## config.mk

```make
export PLATFORM = sky130hd
export DESIGN_NAME = home_net_frame_parser_flat
export DESIGN_NICKNAME = d
export VERILOG_FILES = /design/src/hw/rtl/hnfp_pkg.sv /design/src/hw/rtl/hnfp_in_if.sv /design/src/hw/rtl/hnfp_out_if.sv /design/src/hw/rtl/home_net_frame_parser.sv /design/src/flat_wrapper.sv
export SDC_FILE = /design/constraint.sdc
export NUM_CORES = 1
export LEC_CHECK = 0
export ABC_AREA = 1
export CAP_MARGIN = 20
export CORE_UTILIZATION = 45
export DETAILED_ROUTE_END_ITERATION = 16
export DONT_BUFFER_PORTS = 1
export PLACE_DENSITY = 0.59
export SYNTH_ARGS = -nofsm -noshare
export SYNTH_HDL_FRONTEND = slang
export SYNTH_SLANG_ARGS = --single-unit
```

## constraint.sdc

```tcl
create_clock -name clk -period 2.26 [get_ports clk]
set_input_delay 0.339 -clock clk [delete_from_list [all_inputs] [get_ports clk]]
set_output_delay 0.339 -clock clk [all_outputs]
set_load 0.01 [all_outputs]
```

## src/hw/rtl/hnfp_pkg.sv

```systemverilog
// ----------------------------------------------------------------------------
// hnfp_pkg: shared types and codes of the home network frame parser
// Field kinds, frame forms, status codes and the one-hot parse phases.
// ----------------------------------------------------------------------------
package hnfp_pkg;

  localparam int unsigned BYTE_W   = 8;
  localparam int unsigned KIND_W   = 4;
  localparam int unsigned FORM_W   = 2;
  localparam int unsigned STATUS_W = 2;
  localparam int unsigned TID_W    = 16;
  localparam int unsigned CFG_IDX_W = 2;

  // Object identifiers are three bytes long
  localparam logic [BYTE_W-1:0] OBJ_LAST   = 8'd2;
  localparam logic [BYTE_W-1:0] OFFSET_MAX = 8'd254;

  // Reset values of the configuration registers
  localparam logic [BYTE_W-1:0] HDR1_RST    = 8'd16;
  localparam logic [BYTE_W-1:0] DEF_FORM_RST = 8'd129;
  localparam logic [BYTE_W-1:0] ARB_FORM_RST = 8'd130;

  // Configuration register indexes
  typedef enum logic [CFG_IDX_W-1:0] {
    CFG_HDR1     = 2'd0,
    CFG_DEF_FORM = 2'd1,
    CFG_ARB_FORM = 2'd2
  } cfg_idx_t;

  // Field kind codes
  typedef enum logic [KIND_W-1:0] {
    KIND_HDR1    = 4'd0,
    KIND_HDR2    = 4'd1,
    KIND_TID     = 4'd2,
    KIND_SRC     = 4'd3,
    KIND_DST     = 4'd4,
    KIND_ESV     = 4'd5,
    KIND_OPC     = 4'd6,
    KIND_EPC     = 4'd7,
    KIND_PDC     = 4'd8,
    KIND_EDT     = 4'd9,
    KIND_PAY     = 4'd10,
    KIND_IGN     = 4'd11,
    KIND_TRAIL   = 4'd12
  } kind_t;

  // Frame form codes
  typedef enum logic [FORM_W-1:0] {
    FORM_NONE      = 2'd0,
    FORM_DEFINED   = 2'd1,
    FORM_ARBITRARY = 2'd2,
    FORM_UNKNOWN   = 2'd3
  } form_t;

  // Frame status codes
  typedef enum logic [STATUS_W-1:0] {
    ST_OK     = 2'd0,
    ST_HEADER = 2'd1,
    ST_TRUNC  = 2'd2,
    ST_TRAIL  = 2'd3
  } status_t;

  // Parse phases, one-hot
  typedef enum logic [12:0] {
    PH_HDR1 = 13'b0_0000_0000_0001,
    PH_HDR2 = 13'b0_0000_0000_0010,
    PH_TID  = 13'b0_0000_0000_0100,
    PH_SRC  = 13'b0_0000_0000_1000,
    PH_DST  = 13'b0_0000_0001_0000,
    PH_ESV  = 13'b0_0000_0010_0000,
    PH_OPC  = 13'b0_0000_0100_0000,
    PH_EPC  = 13'b0_0000_1000_0000,
    PH_PDC  = 13'b0_0001_0000_0000,
    PH_EDT  = 13'b0_0010_0000_0000,
    PH_PAY  = 13'b0_0100_0000_0000,
    PH_IGN  = 13'b0_1000_0000_0000,
    PH_DONE = 13'b1_0000_0000_0000
  } phase_t;

endpackage

```

## src/hw/rtl/hnfp_in_if.sv

```systemverilog
// ----------------------------------------------------------------------------
// hnfp_in_if: frame byte channel
// One beat carries one raw frame byte and its end-of-frame mark.
// ----------------------------------------------------------------------------
interface hnfp_in_if;
  logic       valid;
  logic       ready;
  logic [7:0] frame_byte;
  logic       end_of_frame;

  modport source (output valid, output frame_byte, output end_of_frame, input ready);
  modport sink   (input valid, input frame_byte, input end_of_frame, output ready);
endinterface

```

## src/hw/rtl/hnfp_out_if.sv

```systemverilog
// ----------------------------------------------------------------------------
// hnfp_out_if: tagged byte channel
// One beat carries the field tag of one byte and, at frame end, the status.
// ----------------------------------------------------------------------------
interface hnfp_out_if;
  logic        valid;
  logic        ready;
  logic [3:0]  field_kind;
  logic [7:0]  field_offset;
  logic [7:0]  property_number;
  logic [1:0]  frame_form;
  logic        frame_done;
  logic [1:0]  frame_status;
  logic [15:0] transaction_id;

  modport source (output valid, output field_kind, output field_offset,
                  output property_number, output frame_form, output frame_done,
                  output frame_status, output transaction_id, input ready);
  modport sink   (input valid, input field_kind, input field_offset,
                  input property_number, input frame_form, input frame_done,
                  input frame_status, input transaction_id, output ready);
endinterface

```

## src/hw/rtl/home_net_frame_parser.sv

```systemverilog
// ----------------------------------------------------------------------------
// home_net_frame_parser: byte-wise frame field tagger
// Tags each byte of a home network frame with its field and reports status
// and transaction id on the last byte.
//
//   channel  dir  beat contents
//   in_ch    in   frame_byte, end_of_frame
//   out_ch   out  field_kind, field_offset, property_number, frame_form,
//                 frame_done, frame_status, transaction_id
//   cfg_*    in   cfg_we, cfg_index, cfg_wdata (write only)
//
// One byte is accepted per cycle while in_ch.ready is high; its result
// appears in the output register in the next cycle. The parse state is
// updated in the same cycle a byte is taken.
// Reset (synchronous rst_n) returns the parser to the first header byte and
// loads the configuration defaults.
// in_ch.ready drops only while the output register is full and not taken.
// ----------------------------------------------------------------------------
module home_net_frame_parser (
  input  logic                            clk,
  input  logic                            rst_n,
  hnfp_in_if.sink                         in_ch,
  hnfp_out_if.source                      out_ch,
  input  logic                            cfg_we,
  input  logic [hnfp_pkg::CFG_IDX_W-1:0]  cfg_index,
  input  logic [hnfp_pkg::BYTE_W-1:0]     cfg_wdata
);
  import hnfp_pkg::*;

  // Configuration registers
  logic [BYTE_W-1:0] hdr1_val_r;
  logic [BYTE_W-1:0] def_code_r;
  logic [BYTE_W-1:0] arb_code_r;

  // Parse state
  phase_t            phase_r, phase_nxt;
  logic [BYTE_W-1:0] cnt_r, cnt_nxt;
  logic [BYTE_W-1:0] props_left_r, props_left_nxt;
  logic [BYTE_W-1:0] data_left_r, data_left_nxt;
  logic [BYTE_W-1:0] prop_idx_r, prop_idx_nxt;
  form_t             form_r, form_nxt;
  status_t           err_r, err_nxt;
  logic [TID_W-1:0]  tid_r, tid_nxt;

  // Output register
  logic              out_valid_r;
  kind_t             kind_r, kind_nxt;
  logic [BYTE_W-1:0] off_r, off_nxt;
  logic [BYTE_W-1:0] prop_r, prop_nxt;
  form_t             oform_r;
  logic              done_r;
  status_t           status_r, status_nxt;
  logic [TID_W-1:0]  otid_r, otid_nxt;

  logic              in_fire;
  logic              last;
  logic [BYTE_W-1:0] b;
  logic [BYTE_W-1:0] cnt_sat;
  logic [BYTE_W-1:0] data_dec;
  logic [BYTE_W-1:0] props_dec;
  logic              complete;

  assign in_fire  = in_ch.valid & in_ch.ready;
  assign last     = in_ch.end_of_frame;
  assign b        = in_ch.frame_byte;
  assign in_ch.ready = ~out_valid_r | out_ch.ready;

  assign cnt_sat   = (cnt_r < OFFSET_MAX) ? cnt_r + 8'd1 : cnt_r;
  assign data_dec  = data_left_r - 8'd1;
  assign props_dec = props_left_r - 8'd1;

  // Write configuration registers
  always_ff @(posedge clk) begin
    if (!rst_n) begin
      hdr1_val_r <= HDR1_RST;
      def_code_r <= DEF_FORM_RST;
      arb_code_r <= ARB_FORM_RST;
    end else if (cfg_we) begin
      unique case (cfg_index)
        CFG_HDR1:     hdr1_val_r <= cfg_wdata;
        CFG_DEF_FORM: def_code_r <= cfg_wdata;
        CFG_ARB_FORM: arb_code_r <= cfg_wdata;
        default: ;
      endcase
    end
  end

  // Tag the byte and advance the parse state
  always_comb begin
    phase_nxt      = phase_r;
    cnt_nxt        = cnt_r;
    props_left_nxt = props_left_r;
    data_left_nxt  = data_left_r;
    prop_idx_nxt   = prop_idx_r;
    form_nxt       = form_r;
    err_nxt        = err_r;
    tid_nxt        = tid_r;
    kind_nxt       = KIND_IGN;
    off_nxt        = '0;
    prop_nxt       = '0;

    unique case (phase_r)
      PH_HDR1: begin
        kind_nxt = KIND_HDR1;
        cnt_nxt  = '0;
        if (b != hdr1_val_r) begin
          err_nxt   = ST_HEADER;
          phase_nxt = PH_IGN;
        end else begin
          phase_nxt = PH_HDR2;
        end
      end
      PH_HDR2: begin
        kind_nxt  = KIND_HDR2;
        cnt_nxt   = '0;
        phase_nxt = PH_TID;
        if (b == def_code_r)      form_nxt = FORM_DEFINED;
        else if (b == arb_code_r) form_nxt = FORM_ARBITRARY;
        else                      form_nxt = FORM_UNKNOWN;
      end
      PH_TID: begin
        kind_nxt = KIND_TID;
        off_nxt  = cnt_r;
        if (cnt_r == '0) begin
          tid_nxt = {b, tid_r[7:0]};
          cnt_nxt = 8'd1;
        end else begin
          tid_nxt = {tid_r[15:8], b};
          cnt_nxt = '0;
          if (form_r == FORM_DEFINED)        phase_nxt = PH_SRC;
          else if (form_r == FORM_ARBITRARY) phase_nxt = PH_PAY;
          else                               phase_nxt = PH_IGN;
        end
      end
      PH_SRC, PH_DST: begin
        kind_nxt = (phase_r == PH_SRC) ? KIND_SRC : KIND_DST;
        off_nxt  = cnt_r;
        if (cnt_r >= OBJ_LAST) begin
          cnt_nxt   = '0;
          phase_nxt = (phase_r == PH_SRC) ? PH_DST : PH_ESV;
        end else begin
          cnt_nxt = cnt_r + 8'd1;
        end
      end
      PH_ESV: begin
        kind_nxt  = KIND_ESV;
        phase_nxt = PH_OPC;
      end
      PH_OPC: begin
        kind_nxt       = KIND_OPC;
        props_left_nxt = b;
        prop_idx_nxt   = '0;
        cnt_nxt        = '0;
        phase_nxt      = (b != '0) ? PH_EPC : PH_DONE;
      end
      PH_EPC: begin
        kind_nxt  = KIND_EPC;
        prop_nxt  = prop_idx_r;
        phase_nxt = PH_PDC;
      end
      PH_PDC: begin
        kind_nxt      = KIND_PDC;
        prop_nxt      = prop_idx_r;
        data_left_nxt = b;
        cnt_nxt       = '0;
        if (b != '0) begin
          phase_nxt = PH_EDT;
        end else begin
          // close the empty property
          props_left_nxt = props_dec;
          if (props_dec == '0) begin
            phase_nxt = PH_DONE;
          end else begin
            prop_idx_nxt = prop_idx_r + 8'd1;
            phase_nxt    = PH_EPC;
          end
        end
      end
      PH_EDT: begin
        kind_nxt      = KIND_EDT;
        prop_nxt      = prop_idx_r;
        off_nxt       = cnt_r;
        cnt_nxt       = cnt_r + 8'd1;
        data_left_nxt = data_dec;
        if (data_dec == '0) begin
          // last data byte closes the property
          cnt_nxt        = '0;
          props_left_nxt = props_dec;
          if (props_dec == '0) begin
            phase_nxt = PH_DONE;
          end else begin
            prop_idx_nxt = prop_idx_r + 8'd1;
            phase_nxt    = PH_EPC;
          end
        end
      end
      PH_PAY: begin
        kind_nxt = KIND_PAY;
        off_nxt  = cnt_r;
        cnt_nxt  = cnt_sat;
      end
      PH_DONE: begin
        kind_nxt = KIND_TRAIL;
        off_nxt  = cnt_r;
        cnt_nxt  = cnt_sat;
        err_nxt  = ST_TRAIL;
      end
      default: begin
        kind_nxt = KIND_IGN;
        off_nxt  = cnt_r;
        cnt_nxt  = cnt_sat;
      end
    endcase

    complete = (phase_nxt == PH_DONE) || (phase_nxt == PH_PAY) ||
               ((phase_nxt == PH_IGN) && (form_nxt == FORM_UNKNOWN));

    // Report status and id on the last byte only
    status_nxt = ST_OK;
    otid_nxt   = '0;
    if (last) begin
      otid_nxt = tid_nxt;
      priority if (err_nxt == ST_HEADER) status_nxt = ST_HEADER;
      else if (err_nxt == ST_TRAIL)      status_nxt = ST_TRAIL;
      else if (complete)                 status_nxt = ST_OK;
      else                               status_nxt = ST_TRUNC;
    end
  end

  // Hold parse state; clear it after the last byte
  always_ff @(posedge clk) begin
    if (!rst_n) begin
      phase_r      <= PH_HDR1;
      cnt_r        <= '0;
      props_left_r <= '0;
      data_left_r  <= '0;
      prop_idx_r   <= '0;
      form_r       <= FORM_NONE;
      err_r        <= ST_OK;
      tid_r        <= '0;
    end else if (in_fire) begin
      if (last) begin
        phase_r      <= PH_HDR1;
        cnt_r        <= '0;
        props_left_r <= '0;
        data_left_r  <= '0;
        prop_idx_r   <= '0;
        form_r       <= FORM_NONE;
        err_r        <= ST_OK;
        tid_r        <= '0;
      end else begin
        phase_r      <= phase_nxt;
        cnt_r        <= cnt_nxt;
        props_left_r <= props_left_nxt;
        data_left_r  <= data_left_nxt;
        prop_idx_r   <= prop_idx_nxt;
        form_r       <= form_nxt;
        err_r        <= err_nxt;
        tid_r        <= tid_nxt;
      end
    end
  end

  // Output valid flag
  always_ff @(posedge clk) begin
    if (!rst_n) begin
      out_valid_r <= 1'b0;
    end else if (in_fire) begin
      out_valid_r <= 1'b1;
    end else if (out_ch.ready) begin
      out_valid_r <= 1'b0;
    end
  end

  // Load the result beat
  always_ff @(posedge clk) begin
    if (in_fire) begin
      kind_r   <= kind_nxt;
      off_r    <= off_nxt;
      prop_r   <= prop_nxt;
      oform_r  <= form_nxt;
      done_r   <= last;
      status_r <= status_nxt;
      otid_r   <= otid_nxt;
    end
  end

  assign out_ch.valid           = out_valid_r;
  assign out_ch.field_kind      = kind_r;
  assign out_ch.field_offset    = off_r;
  assign out_ch.property_number = prop_r;
  assign out_ch.frame_form      = oform_r;
  assign out_ch.frame_done      = done_r;
  assign out_ch.frame_status    = status_r;
  assign out_ch.transaction_id  = otid_r;

  // A frame end always restarts at the first header byte
  a_restart: assert property (@(posedge clk) disable iff (!rst_n)
    (in_fire && last) |=> (phase_r == PH_HDR1 && form_r == FORM_NONE && err_r == ST_OK))
    else $error("parser did not restart after frame end");

  // Status and id stay zero on bytes that do not end a frame
  a_mid_frame: assert property (@(posedge clk) disable iff (!rst_n)
    (out_valid_r && !done_r) |-> (status_r == ST_OK && otid_r == '0))
    else $error("status or id set on a mid-frame byte");

  // Property number is only used by property fields
  a_prop_kind: assert property (@(posedge clk) disable iff (!rst_n)
    (out_valid_r && prop_r != '0) |->
      (kind_r == KIND_EPC || kind_r == KIND_PDC || kind_r == KIND_EDT))
    else $error("property number on a non-property field");

  // A bad first header never reports a known form
  a_bad_hdr: assert property (@(posedge clk) disable iff (!rst_n)
    (out_valid_r && done_r && status_r == ST_HEADER) |-> (oform_r == FORM_NONE))
    else $error("form reported for a frame with a bad header");

endmodule

```

## src/flat_wrapper.sv

```systemverilog
// flat-port wrapper written by rule: the top's interface ports become plain ports
module home_net_frame_parser_flat import hnfp_pkg::*;
  (clk, rst_n, cfg_we, cfg_index, cfg_wdata, in_ch_valid, in_ch_frame_byte, in_ch_end_of_frame, in_ch_ready, out_ch_valid, out_ch_field_kind, out_ch_field_offset, out_ch_property_number, out_ch_frame_form, out_ch_frame_done, out_ch_frame_status, out_ch_transaction_id, out_ch_ready);
  hnfp_in_if in_ch_i ();
  hnfp_out_if out_ch_i ();
  input  logic clk;
  input  logic rst_n;
  input  logic cfg_we;
  input  logic [hnfp_pkg::CFG_IDX_W-1:0] cfg_index;
  input  logic [hnfp_pkg::BYTE_W-1:0] cfg_wdata;
  input wire logic [$bits(in_ch_i.valid)-1:0] in_ch_valid;
  input wire logic [$bits(in_ch_i.frame_byte)-1:0] in_ch_frame_byte;
  input wire logic [$bits(in_ch_i.end_of_frame)-1:0] in_ch_end_of_frame;
  output wire logic [$bits(in_ch_i.ready)-1:0] in_ch_ready;
  output wire logic [$bits(out_ch_i.valid)-1:0] out_ch_valid;
  output wire logic [$bits(out_ch_i.field_kind)-1:0] out_ch_field_kind;
  output wire logic [$bits(out_ch_i.field_offset)-1:0] out_ch_field_offset;
  output wire logic [$bits(out_ch_i.property_number)-1:0] out_ch_property_number;
  output wire logic [$bits(out_ch_i.frame_form)-1:0] out_ch_frame_form;
  output wire logic [$bits(out_ch_i.frame_done)-1:0] out_ch_frame_done;
  output wire logic [$bits(out_ch_i.frame_status)-1:0] out_ch_frame_status;
  output wire logic [$bits(out_ch_i.transaction_id)-1:0] out_ch_transaction_id;
  input wire logic [$bits(out_ch_i.ready)-1:0] out_ch_ready;
  assign in_ch_i.valid = in_ch_valid;
  assign in_ch_i.frame_byte = in_ch_frame_byte;
  assign in_ch_i.end_of_frame = in_ch_end_of_frame;
  assign in_ch_ready = in_ch_i.ready;
  assign out_ch_valid = out_ch_i.valid;
  assign out_ch_field_kind = out_ch_i.field_kind;
  assign out_ch_field_offset = out_ch_i.field_offset;
  assign out_ch_property_number = out_ch_i.property_number;
  assign out_ch_frame_form = out_ch_i.frame_form;
  assign out_ch_frame_done = out_ch_i.frame_done;
  assign out_ch_frame_status = out_ch_i.frame_status;
  assign out_ch_transaction_id = out_ch_i.transaction_id;
  assign out_ch_i.ready = out_ch_ready;
  home_net_frame_parser u_core (.clk(clk), .rst_n(rst_n), .in_ch(in_ch_i), .out_ch(out_ch_i), .cfg_we(cfg_we), .cfg_index(cfg_index), .cfg_wdata(cfg_wdata));
endmodule
```

# Yosys cells after proc, flatten, opt, wreduce, memory -nomap -nowiden
# Index checks and enable logic that the tools add are counted.
# classes
addsub	4
mul	0
div_mod_pow	0
order_cmp	2
eq_ne	28
n_shift	0
mux	46
n_bitwise	4
reduce_logical	24
# ops
cell	count
$pmux W13 S9	1
$mux W13	8
$mux W8	12
$mux W16	3
$pmux W8 S3	2
$pmux W4 S11	1
$pmux W8 S5	1
$eq A13 B11 Y1 const B	2
$eq A13 B13 Y1 const B	2
$logic_not A8 Y1	3
$mux W12	2
$add A8 B1 Y8 const B	2
$eq A8 B8 Y1	2
$pmux W8 S2	1
$sub A8 B1 Y8 const B	2
$mux W2	7
$eq A13 B1 Y1 const B	1
$eq A13 B10 Y1 const B	1
$eq A13 B12 Y1 const B	1
$eq A13 B2 Y1 const B	1
$eq A13 B3 Y1 const B	1
$eq A13 B4 Y1 const B	1
$eq A13 B5 Y1 const B	1
$eq A13 B6 Y1 const B	1
33 further kinds	49
# totals
reg_bits	131
latch_bits	0
mem_bits_rw	0
romBits	0
out_inout_bits	43
memories	0

# Logic depth before layout (Yosys ltp)
# Gate-level depths: netlist of the first run.
# logic_depth
depth_word	11
mapped_depth	16

# Least setup slack after synthesis of the first run
# No wires, ideal clock.
# synth_timing
kind	input-to-reg
start	in out_ch_ready
end	reg u_core.cnt_r[2]
setup_time_ns	0.115
arrival_ns	2.107
setup_slack_ns	0.038
path_stages	10
path_buffers	1
path_cell_list	inv_1 > nand2_1 > nand2_1 > inv_1 > nand3_2 > inv_2 > buf_6 > nand2_2 > xor2_1 > nor2_2
# synth_via
elab_chain_len	3
# synth_rtl
item	line	source
start: declaration	flat_wrapper.sv:23	input wire logic [$bits(out_ch_i.ready)-1:0] out_ch_ready;
$or A1 B1 Y1	home_net_frame_parser.sv:66	assign in_ch.ready = ~out_valid_r | out_ch.ready;
named net in_ch_ready	flat_wrapper.sv:14	output wire logic [$bits(in_ch_i.ready)-1:0] in_ch_ready;
$and A1 B1 Y1	home_net_frame_parser.sv:63	assign in_fire = in_ch.valid & in_ch.ready;
named net u_core.in_fire	home_net_frame_parser.sv:55	logic in_fire;
$reduce_and A3 Y1 (no source line)	n/a	
end signal: assignment	home_net_frame_parser.sv:253	cnt_r <= cnt_nxt;
end: declaration	home_net_frame_parser.sv:37	logic [BYTE_W-1:0] cnt_r, cnt_nxt;
# The timed path passes the listed nets, and every way through them passes these cells.
# A chain may end at the register's enable or synchronous reset.

# Worst setup path in the final report of the first run
# layout_timing
start	reg u_core.cnt_r[4]
end	reg u_core.status_r[1] (netlist: u_core.out_ch.frame_status[1]) (data pin)
# layout_via
elab_chain_len	8
elab_cells_between_ends	13
classes_between	order compare (1); eq/ne (3); mux (5); reduce/logical (4)
# layout_rtl
item	line	source
$ge A8 B2 Y1 / $logic_not A8 Y1 (equally long branches)	home_net_frame_parser.sv:138, home_net_frame_parser.sv:124	
$mux W13, on equally long branches	home_net_frame_parser.sv:138, home_net_frame_parser.sv:124	
$pmux W13 S9 (*)	home_net_frame_parser.sv:102	unique case (phase_r)
$eq A13 B13 Y1 (tied with other cells)	home_net_frame_parser.sv:215	complete = (phase_nxt == PH_DONE) || (phase_nxt == PH_PAY) ||
$logic_or A1 B1 Y1 / $logic_and A1 B1 Y1 (equally long branches)	home_net_frame_parser.sv:215, home_net_frame_parser.sv:216	
$logic_or A1 B1 Y1 (*)	home_net_frame_parser.sv:215	
$mux W2 (*)	home_net_frame_parser.sv:225	else if (complete) status_nxt = ST_OK;
$mux W2 (*)	home_net_frame_parser.sv:224	else if (err_nxt == ST_TRAIL) status_nxt = ST_TRAIL;
end signal: assignment	home_net_frame_parser.sv:283	status_r <= status_nxt;
end: declaration	home_net_frame_parser.sv:52	status_t status_r, status_nxt;
# Every way passes the cells marked *; elsewhere a longest branch is shown, timed or not.

==> flow_summary.yaml, run 1 <==
timing:
  hold_ws_ps: 22.8
  hold_viol: 0
  finalCriticalPeriod_ps: 2110
  tightestPinTransition_ps: 423
  fin_skew_ps: 8.73
  max_freq_mhz: 474
  relSlewSlack_pct: 71.8
  tns_ps: 0
  finalSetupViolCount: 0
  slew_violations: 0
  timing.final.crit_share_pct: 93.3
  setup_ws_ps: 152
setup_path:
  cp_data_required_time_ps: 2430
  critical_path_class: "flip-flop to flip-flop"
  crit_path_start_kind: "flip-flop"
  crit_path_end_kind: "flip-flop"
  crit_fanout: 5
  arrival_ps: 2280
logic_synthesis:
  synthCells: 1012
  yosys_warnings: 0
  ys_seq_elements: 131
  synthTopCellsByCount: "263 x nand2_1, 118 x inv_1, 112 x nor2_1, 90 x dfxtp_1, 79 x a21oi_1"
  synth-async-reset-ratio_pct: 0
  synth.area.top_cells: "dfxtp_1 25%, edfxtp_1 17%, nand2_1 14%"
  synth_edf_count: 41
  ys_seq_area_share_pct: 42.0
  yosysTopAreaCellShare_pct: 24.9
  synth.cell_area_um2: 7220
  synth.most_common_cell: "nand2_1"
  synth_top_area_cell: "dfxtp_1"
  synth_flop_cell: "dfxtp_1"
  syn_nets: 1045
  syn_area_per_cell_um2: 7.14
  synth_cell_types: 40
floorplanning:
  dieArea_um2: 16600
  rows: 45
  initial_core_util_pct: 46.8
  io_pins: 67
  die_y_um: 129
  die_w_um: 129
  core_area_um2: 15400
clocking:
  cts_root_buf: "clkbuf_16"
  path_clk_slew_ps: 60
  cts.sinks: 131
  clockBufferDepth: 2
  cts_buffers: 17
  clock_latency_ps: 430
  cts_tree: "yes"
  htree_levels: 4
power_and_ir_drop:
  vdd_drop_max_mv: 0.618
  pwr-share-seq_pct: 44.1
  internal_power_mw: 4.27
  power.total_mw: 5.89
  combPwrFrac_pct: 11.0
  p_leak_nw: 3.65
  power.switching_mw: 1.62
  power_frac_clock_pct: 44.8
  powerDensity_nw_per_um2: 701
  swShare_pct: 27.5
placed_design:
  dp_cells: 1233
  hpwl_um: 13200
  placed_area_um2: 7680
  port-buffer-count: 0
  gp_congestion: 0.896
  dp_slack_ps: 22.5
grt:
  grt_overflow: 0
  track_usage_pct: 23.7
  grt_pass1_vias: 6078
  grt_pass1_wl_um: 30200
  grt_max_degree: 40
  antenna_found_initial: 0
drt:
  routed_wl_um: 18600
  ant_nets: 0
  avgViaCountPerCell: 5.17
  drc_errors: 0
  wl_per_cell_um: 14.7
  num_vias: 6564
  drtIter0Drc: 425
  dr.pass1.iters: 5
layout:
  multiInputGateArea_um2: 3660
  post-route-cell-area_um2: 8400
  final_util_pct: 54.5
  fin_cells: 1269
  fillers: 1497
  drive_gt1_share_pct: 16.2
  fin_nets: 1078
  area_growth_pct: 16.3
  regArea_um2: 3040
  antenna_cells: 0
flow_run:
  max_cap_violations: 0
run_status:
  status: "finished clean"
min_path:
  hp-class: "input pin to flip-flop"
[critical path: stages, from the launching register on]
cell and delay, ps:
dfxtp_1 360, inv_1 130, nand4_1 250, nor2_4 230
nor2_4 70, a21oi_1 210, inv_1 90, nand2_1 80
nand3_1 60, nor2_1 100, nand3_1 100, nor2_1 130
nor2_1 40
[power groups by stage]
stage          sequential [mW]  clock, mW  combinational (mW)
6_report                  2.60       2.64               0.651
2_1_floorplan             2.63          0               0.466
3_3_place_gp              2.64          0               0.609
3_5_place_dp              2.64          0               0.610
5_1_grt                   2.61       2.77               0.732
4_1_cts                   2.59       2.68               0.615
[placed cells by master, fill, tap and decap left out, drive strengths merged, types with 4 or more instances in the layout]
master / netlist / layout
nand2: 277 / 277
inv: 127 / 132
nor2: 130 / 130
dfxtp: 90 / 90
a21oi: 80 / 80
nand3: 73 / 73
o21ai: 51 / 51
buf: 10 / 48
edfxtp: 41 / 41
nand4: 25 / 25
nor3: 20 / 20
clkbuf: 26 / 19
xnor2: 10 / 10
ha: 9 / 9
o211ai: 7 / 7
o22ai: 7 / 7
or2: 6 / 6
xor2: 6 / 6
mux2i: 4 / 4
clkinvlp: 0 / 4
[flip-flops by register name (all words and copies together) (netlist names)]
| name | cells |
|---|---|
| u_core.arb_code_r | 8 |
| u_core.cnt_r | 8 |
| u_core.data_left_r | 8 |
| u_core.def_code_r | 8 |
| u_core.err_r | 2 |
| u_core.form_r | 2 |
| u_core.hdr1_val_r | 8 |
| u_core.out_ch.field_kind | 4 |
| u_core.out_ch.field_offset | 8 |
| u_core.out_ch.frame_done | 1 |
| u_core.out_ch.frame_form | 2 |
| u_core.out_ch.frame_status | 2 |
| u_core.out_ch.property_number | 8 |
| u_core.out_ch.transaction_id | 16 |
| u_core.out_ch.valid | 1 |
| u_core.phase_r | 13 |
| u_core.prop_idx_r | 8 |
| u_core.props_left_r | 8 |
| u_core.tid_r | 16 |
[final cells by class]
| cell class | instances | area share, % |
|---|---|---|
| clock inverter | 13 | 1.49 |
| inverter | 127 | 5.67 |
| tap | 211 | 3.14 |
| multi-input combinational | 718 | 43.5 |
| clock buffer | 19 | 5.15 |
| sequential | 131 | 36.2 |
| timing repair buffer | 50 | 4.83 |
[per-layer routing]
metal	wire, um	up-vias	global-route usage (%)
li1	-	3359	-
met1	8690	2994	30.9
met2	8610	179	38.1
met3	925	32	4.86
met4	377	0	10.2
met5	0	-	0
[what timing repair did]
item | in CTS | in global routing
buffers inserted | 0 | 2
gates resized for setup | 1 | 37
cloned | 0 | 0
hold buffers | 1 | 1
endpoints found under the hold margin | 1 | 1
pin swaps | 0 | 14
setup endpoints to repair | 1 | 23
[final timing paths]
path / start / to / slack, ps / cells past startpoint
setup / recovery: u_core.cnt_r[4] / u_core.out_ch.frame_status[1] / 150 / 12
hold / removal: cfg_wdata[0] / u_core.def_code_r[0] / 20 / 2
setup reg to reg: u_core.cnt_r[4] / u_core.out_ch.frame_status[1] / 150 / 12
hold reg to reg: u_core.tid_r[3] / u_core.tid_r[3] / 460 / 2
[cells by family (layout without fill, tap and decap cells)]
logic type / count (synthesis) / count (layout) / share of synthesized area (%)
mux: 4 / 4 / 0.554
xor+xnor: 16 / 16 / 1.94
simple gates: 535 / 535 / 33.4
flops: 131 / 131 / 42.0
buf+inv: 163 / 209 / 8.94
compound gates: 154 / 154 / 11.7
fa+ha+maj: 9 / 9 / 1.56
Power figures use the tool's default switching activity.
==> inputs of run 2 (changes only) <==
Settings changed: CORE_ASPECT_RATIO set to 1.25.
==> run 2 against run 1 <==
Combinational power is 4.0% higher; design area is 2.4% higher; power is 1.7% higher; critical path depth stayed put; final cell count is 1.3% higher; clock skew is 4.5 ps lower; critical path type unchanged; hold slack worse by 7.0 ps.
==> flow_summary.yaml, run 2 (synthesis results as in run 1) <==
run_status:
  status: "finished clean"
drt:
  wl_per_cell_um: 14.5
  drtIter0Drc: 427
  num_vias: 6544
  routed_wl_um: 18600
  ant_nets: 0
  drc_errors: 0
  avgViaCountPerCell: 5.09
  dr.pass1.iters: 5
floorplanning:
  io_pins: 67
  die_w_um: 115
  die_y_um: 144
  core_area_um2: 15600
  dieArea_um2: 16600
  initial_core_util_pct: 46.2
  rows: 51
clocking:
  cts_root_buf: "clkbuf_16"
  cts_tree: "yes"
  cts_buffers: 17
  cts.sinks: 131
  path_clk_slew_ps: 60
  clockBufferDepth: 2
  clock_latency_ps: 430
  htree_levels: 4
grt:
  grt_pass1_vias: 6045
  grt_max_degree: 39
  grt_pass1_wl_um: 29900
  antenna_found_initial: 0
  track_usage_pct: 23.6
  grt_overflow: 0
placed_design:
  hpwl_um: 13500
  placed_area_um2: 7730
  gp_congestion: 0.917
  dp_cells: 1241
  dp_slack_ps: 2.39
  port-buffer-count: 0
setup_path:
  crit_buf_inv: 3
  regToRegEndpoint: "u_core.prop_idx_r[6]"
  reg2reg_from: "u_core.phase_r[7]"
  slowest_stage: "dfxtp_1"
  r2r_cells: 12
  slowest_delay_ps: 390
  crit_path_end_kind: "flip-flop"
  crit_path_start_kind: "flip-flop"
  arrival_ps: 2490
  crit_chain: "nor2_4, nand2_4, nor2_8, nand2_2, buf_4, nor3_1, a31oi_4, buf_4, buf_4, nand3b_4, nand2_1, a21oi_1"
  crit_fanout: 7
  cp_top_family: "simple AND/OR/NAND/NOR gates"
  ff2ff_setup_slack_ps: 120
  cp_data_required_time_ps: 2610
  critical_path_class: "flip-flop to flip-flop"
  cp_common_cell: "buf_4"
layout:
  regArea_um2: 3050
  fin_cells: 1285
  antenna_cells: 0
  post-route-cell-area_um2: 8600
  multiInputGateArea_um2: 3700
  area_growth_pct: 19.1
  layout_commonest_cell: "nand2_1"
  fillers: 1520
  fin_nets: 1093
  drive_gt1_share_pct: 18.0
  layout_common_cells: "263 x nand2_1, 115 x inv_1, 96 x nor2_1"
timing:
  setup_ws_ps: 119
  tns_ps: 0
  hold_viol: 0
  relSlewSlack_pct: 65.9
  max_freq_mhz: 467
  timing.final.crit_share_pct: 94.7
  fin_skew_ps: 4.21
  finalCriticalPeriod_ps: 2140
  slew_violations: 0
  tightestPinTransition_ps: 508
  finalSetupViolCount: 0
power_and_ir_drop:
  power_frac_clock_pct: 45.4
  p_leak_nw: 3.75
  swShare_pct: 27.0
  pwr-share-seq_pct: 43.3
  internal_power_mw: 4.38
  powerDensity_nw_per_um2: 697
  power.total_mw: 5.99
  combPwrFrac_pct: 11.3
  vdd_drop_max_mv: 0.437
  power.switching_mw: 1.62
flow_run:
  max_cap_violations: 0
min_path:
  hold_depth: 1
  hold_path.startpoint: "rst_n"
  min_to: "u_core.hdr1_val_r[4]"
  hp-class: "input pin to flip-flop"
## run 2: final cells by class
| cell class | instances | area share [%] |
|---|---|---|
| timing repair buffer | 65 | 5.99 |
| sequential | 131 | 35.4 |
| inverter | 127 | 5.57 |
| clock buffer | 21 | 5.85 |
| multi-input combinational | 718 | 43.1 |
| tap | 212 | 3.08 |
| clock inverter | 11 | 1.02 |
## run 2: worst reg2reg max path: stages, from the launching register on
cell and delay [ps]:
dfxtp_1 390, nor2_4 150, nand2_4 120, nor2_8 150, nand2_2 100, buf_4 150
nor3_1 290, a31oi_4 80, buf_4 160, buf_4 140, nand3b_4 110, nand2_1 70
a21oi_1 160
## run 2: metal layers
metal  up-vias  global-route usage [%]  part of all wire, %
met1      2982                    28.5                   44
met5         -                       0                    0
met4         0                    10.3                  2.6
li1       3392                       -                    -
met2       141                    40.3                   50
met3        29                    4.89                  3.9
## run 2: how the worst max path moves through the flow
| stage | from | depth (start not counted) | to | slack, ps |
|---|---|---|---|---|
| 6_report | u_core.phase_r[7] | 12 | u_core.prop_idx_r[6] | 120 |
| 4_1_cts | u_core.props_left_r[0] | 16 | u_core.out_ch.frame_status[1] | 20 |
| 3_5_place_dp | u_core.cnt_r[1] | 13 | u_core.out_ch.frame_status[1] | 2 |
| 3_3_place_gp | u_core.cnt_r[1] | 13 | u_core.out_ch.frame_status[1] | 20 |
| 2_1_floorplan | out_ch_ready | 10 | u_core.cnt_r[2] | 40 |
| 5_1_grt | u_core.data_left_r[1] | 14 | u_core.prop_idx_r[6] | -20 |
## run 2: power groups by stage
stage          clock network (mW)  logic (mW)  registers, mW
2_1_floorplan                   0       0.466           2.63
3_3_place_gp                    0       0.622           2.64
3_5_place_dp                    0       0.624           2.64
4_1_cts                      2.77       0.631           2.59
5_1_grt                      2.87       0.759           2.61
6_report                     2.72       0.677           2.60
## run 2: what timing repair did
item | in CTS | in global routing
pin swaps | 0 | 14
hold buffers | 2 | 0
endpoints found under the hold margin | 4 | 0
buffers inserted | 0 | 10
setup endpoints to repair | 1 | 19
resized for setup | 2 | 48
## run 2: metrics by stage
| step | hold slack [ps] | utilization [%] |
|---|---|---|
| after floorplan | 438 | - |
| after global placement | 431 | 49.5 |
| after detailed placement | 432 | 49.5 |
| after CTS | 4.01 | 53.4 |
| after global routing | 3.38 | 55.0 |
| final | 15.8 | 55.0 |
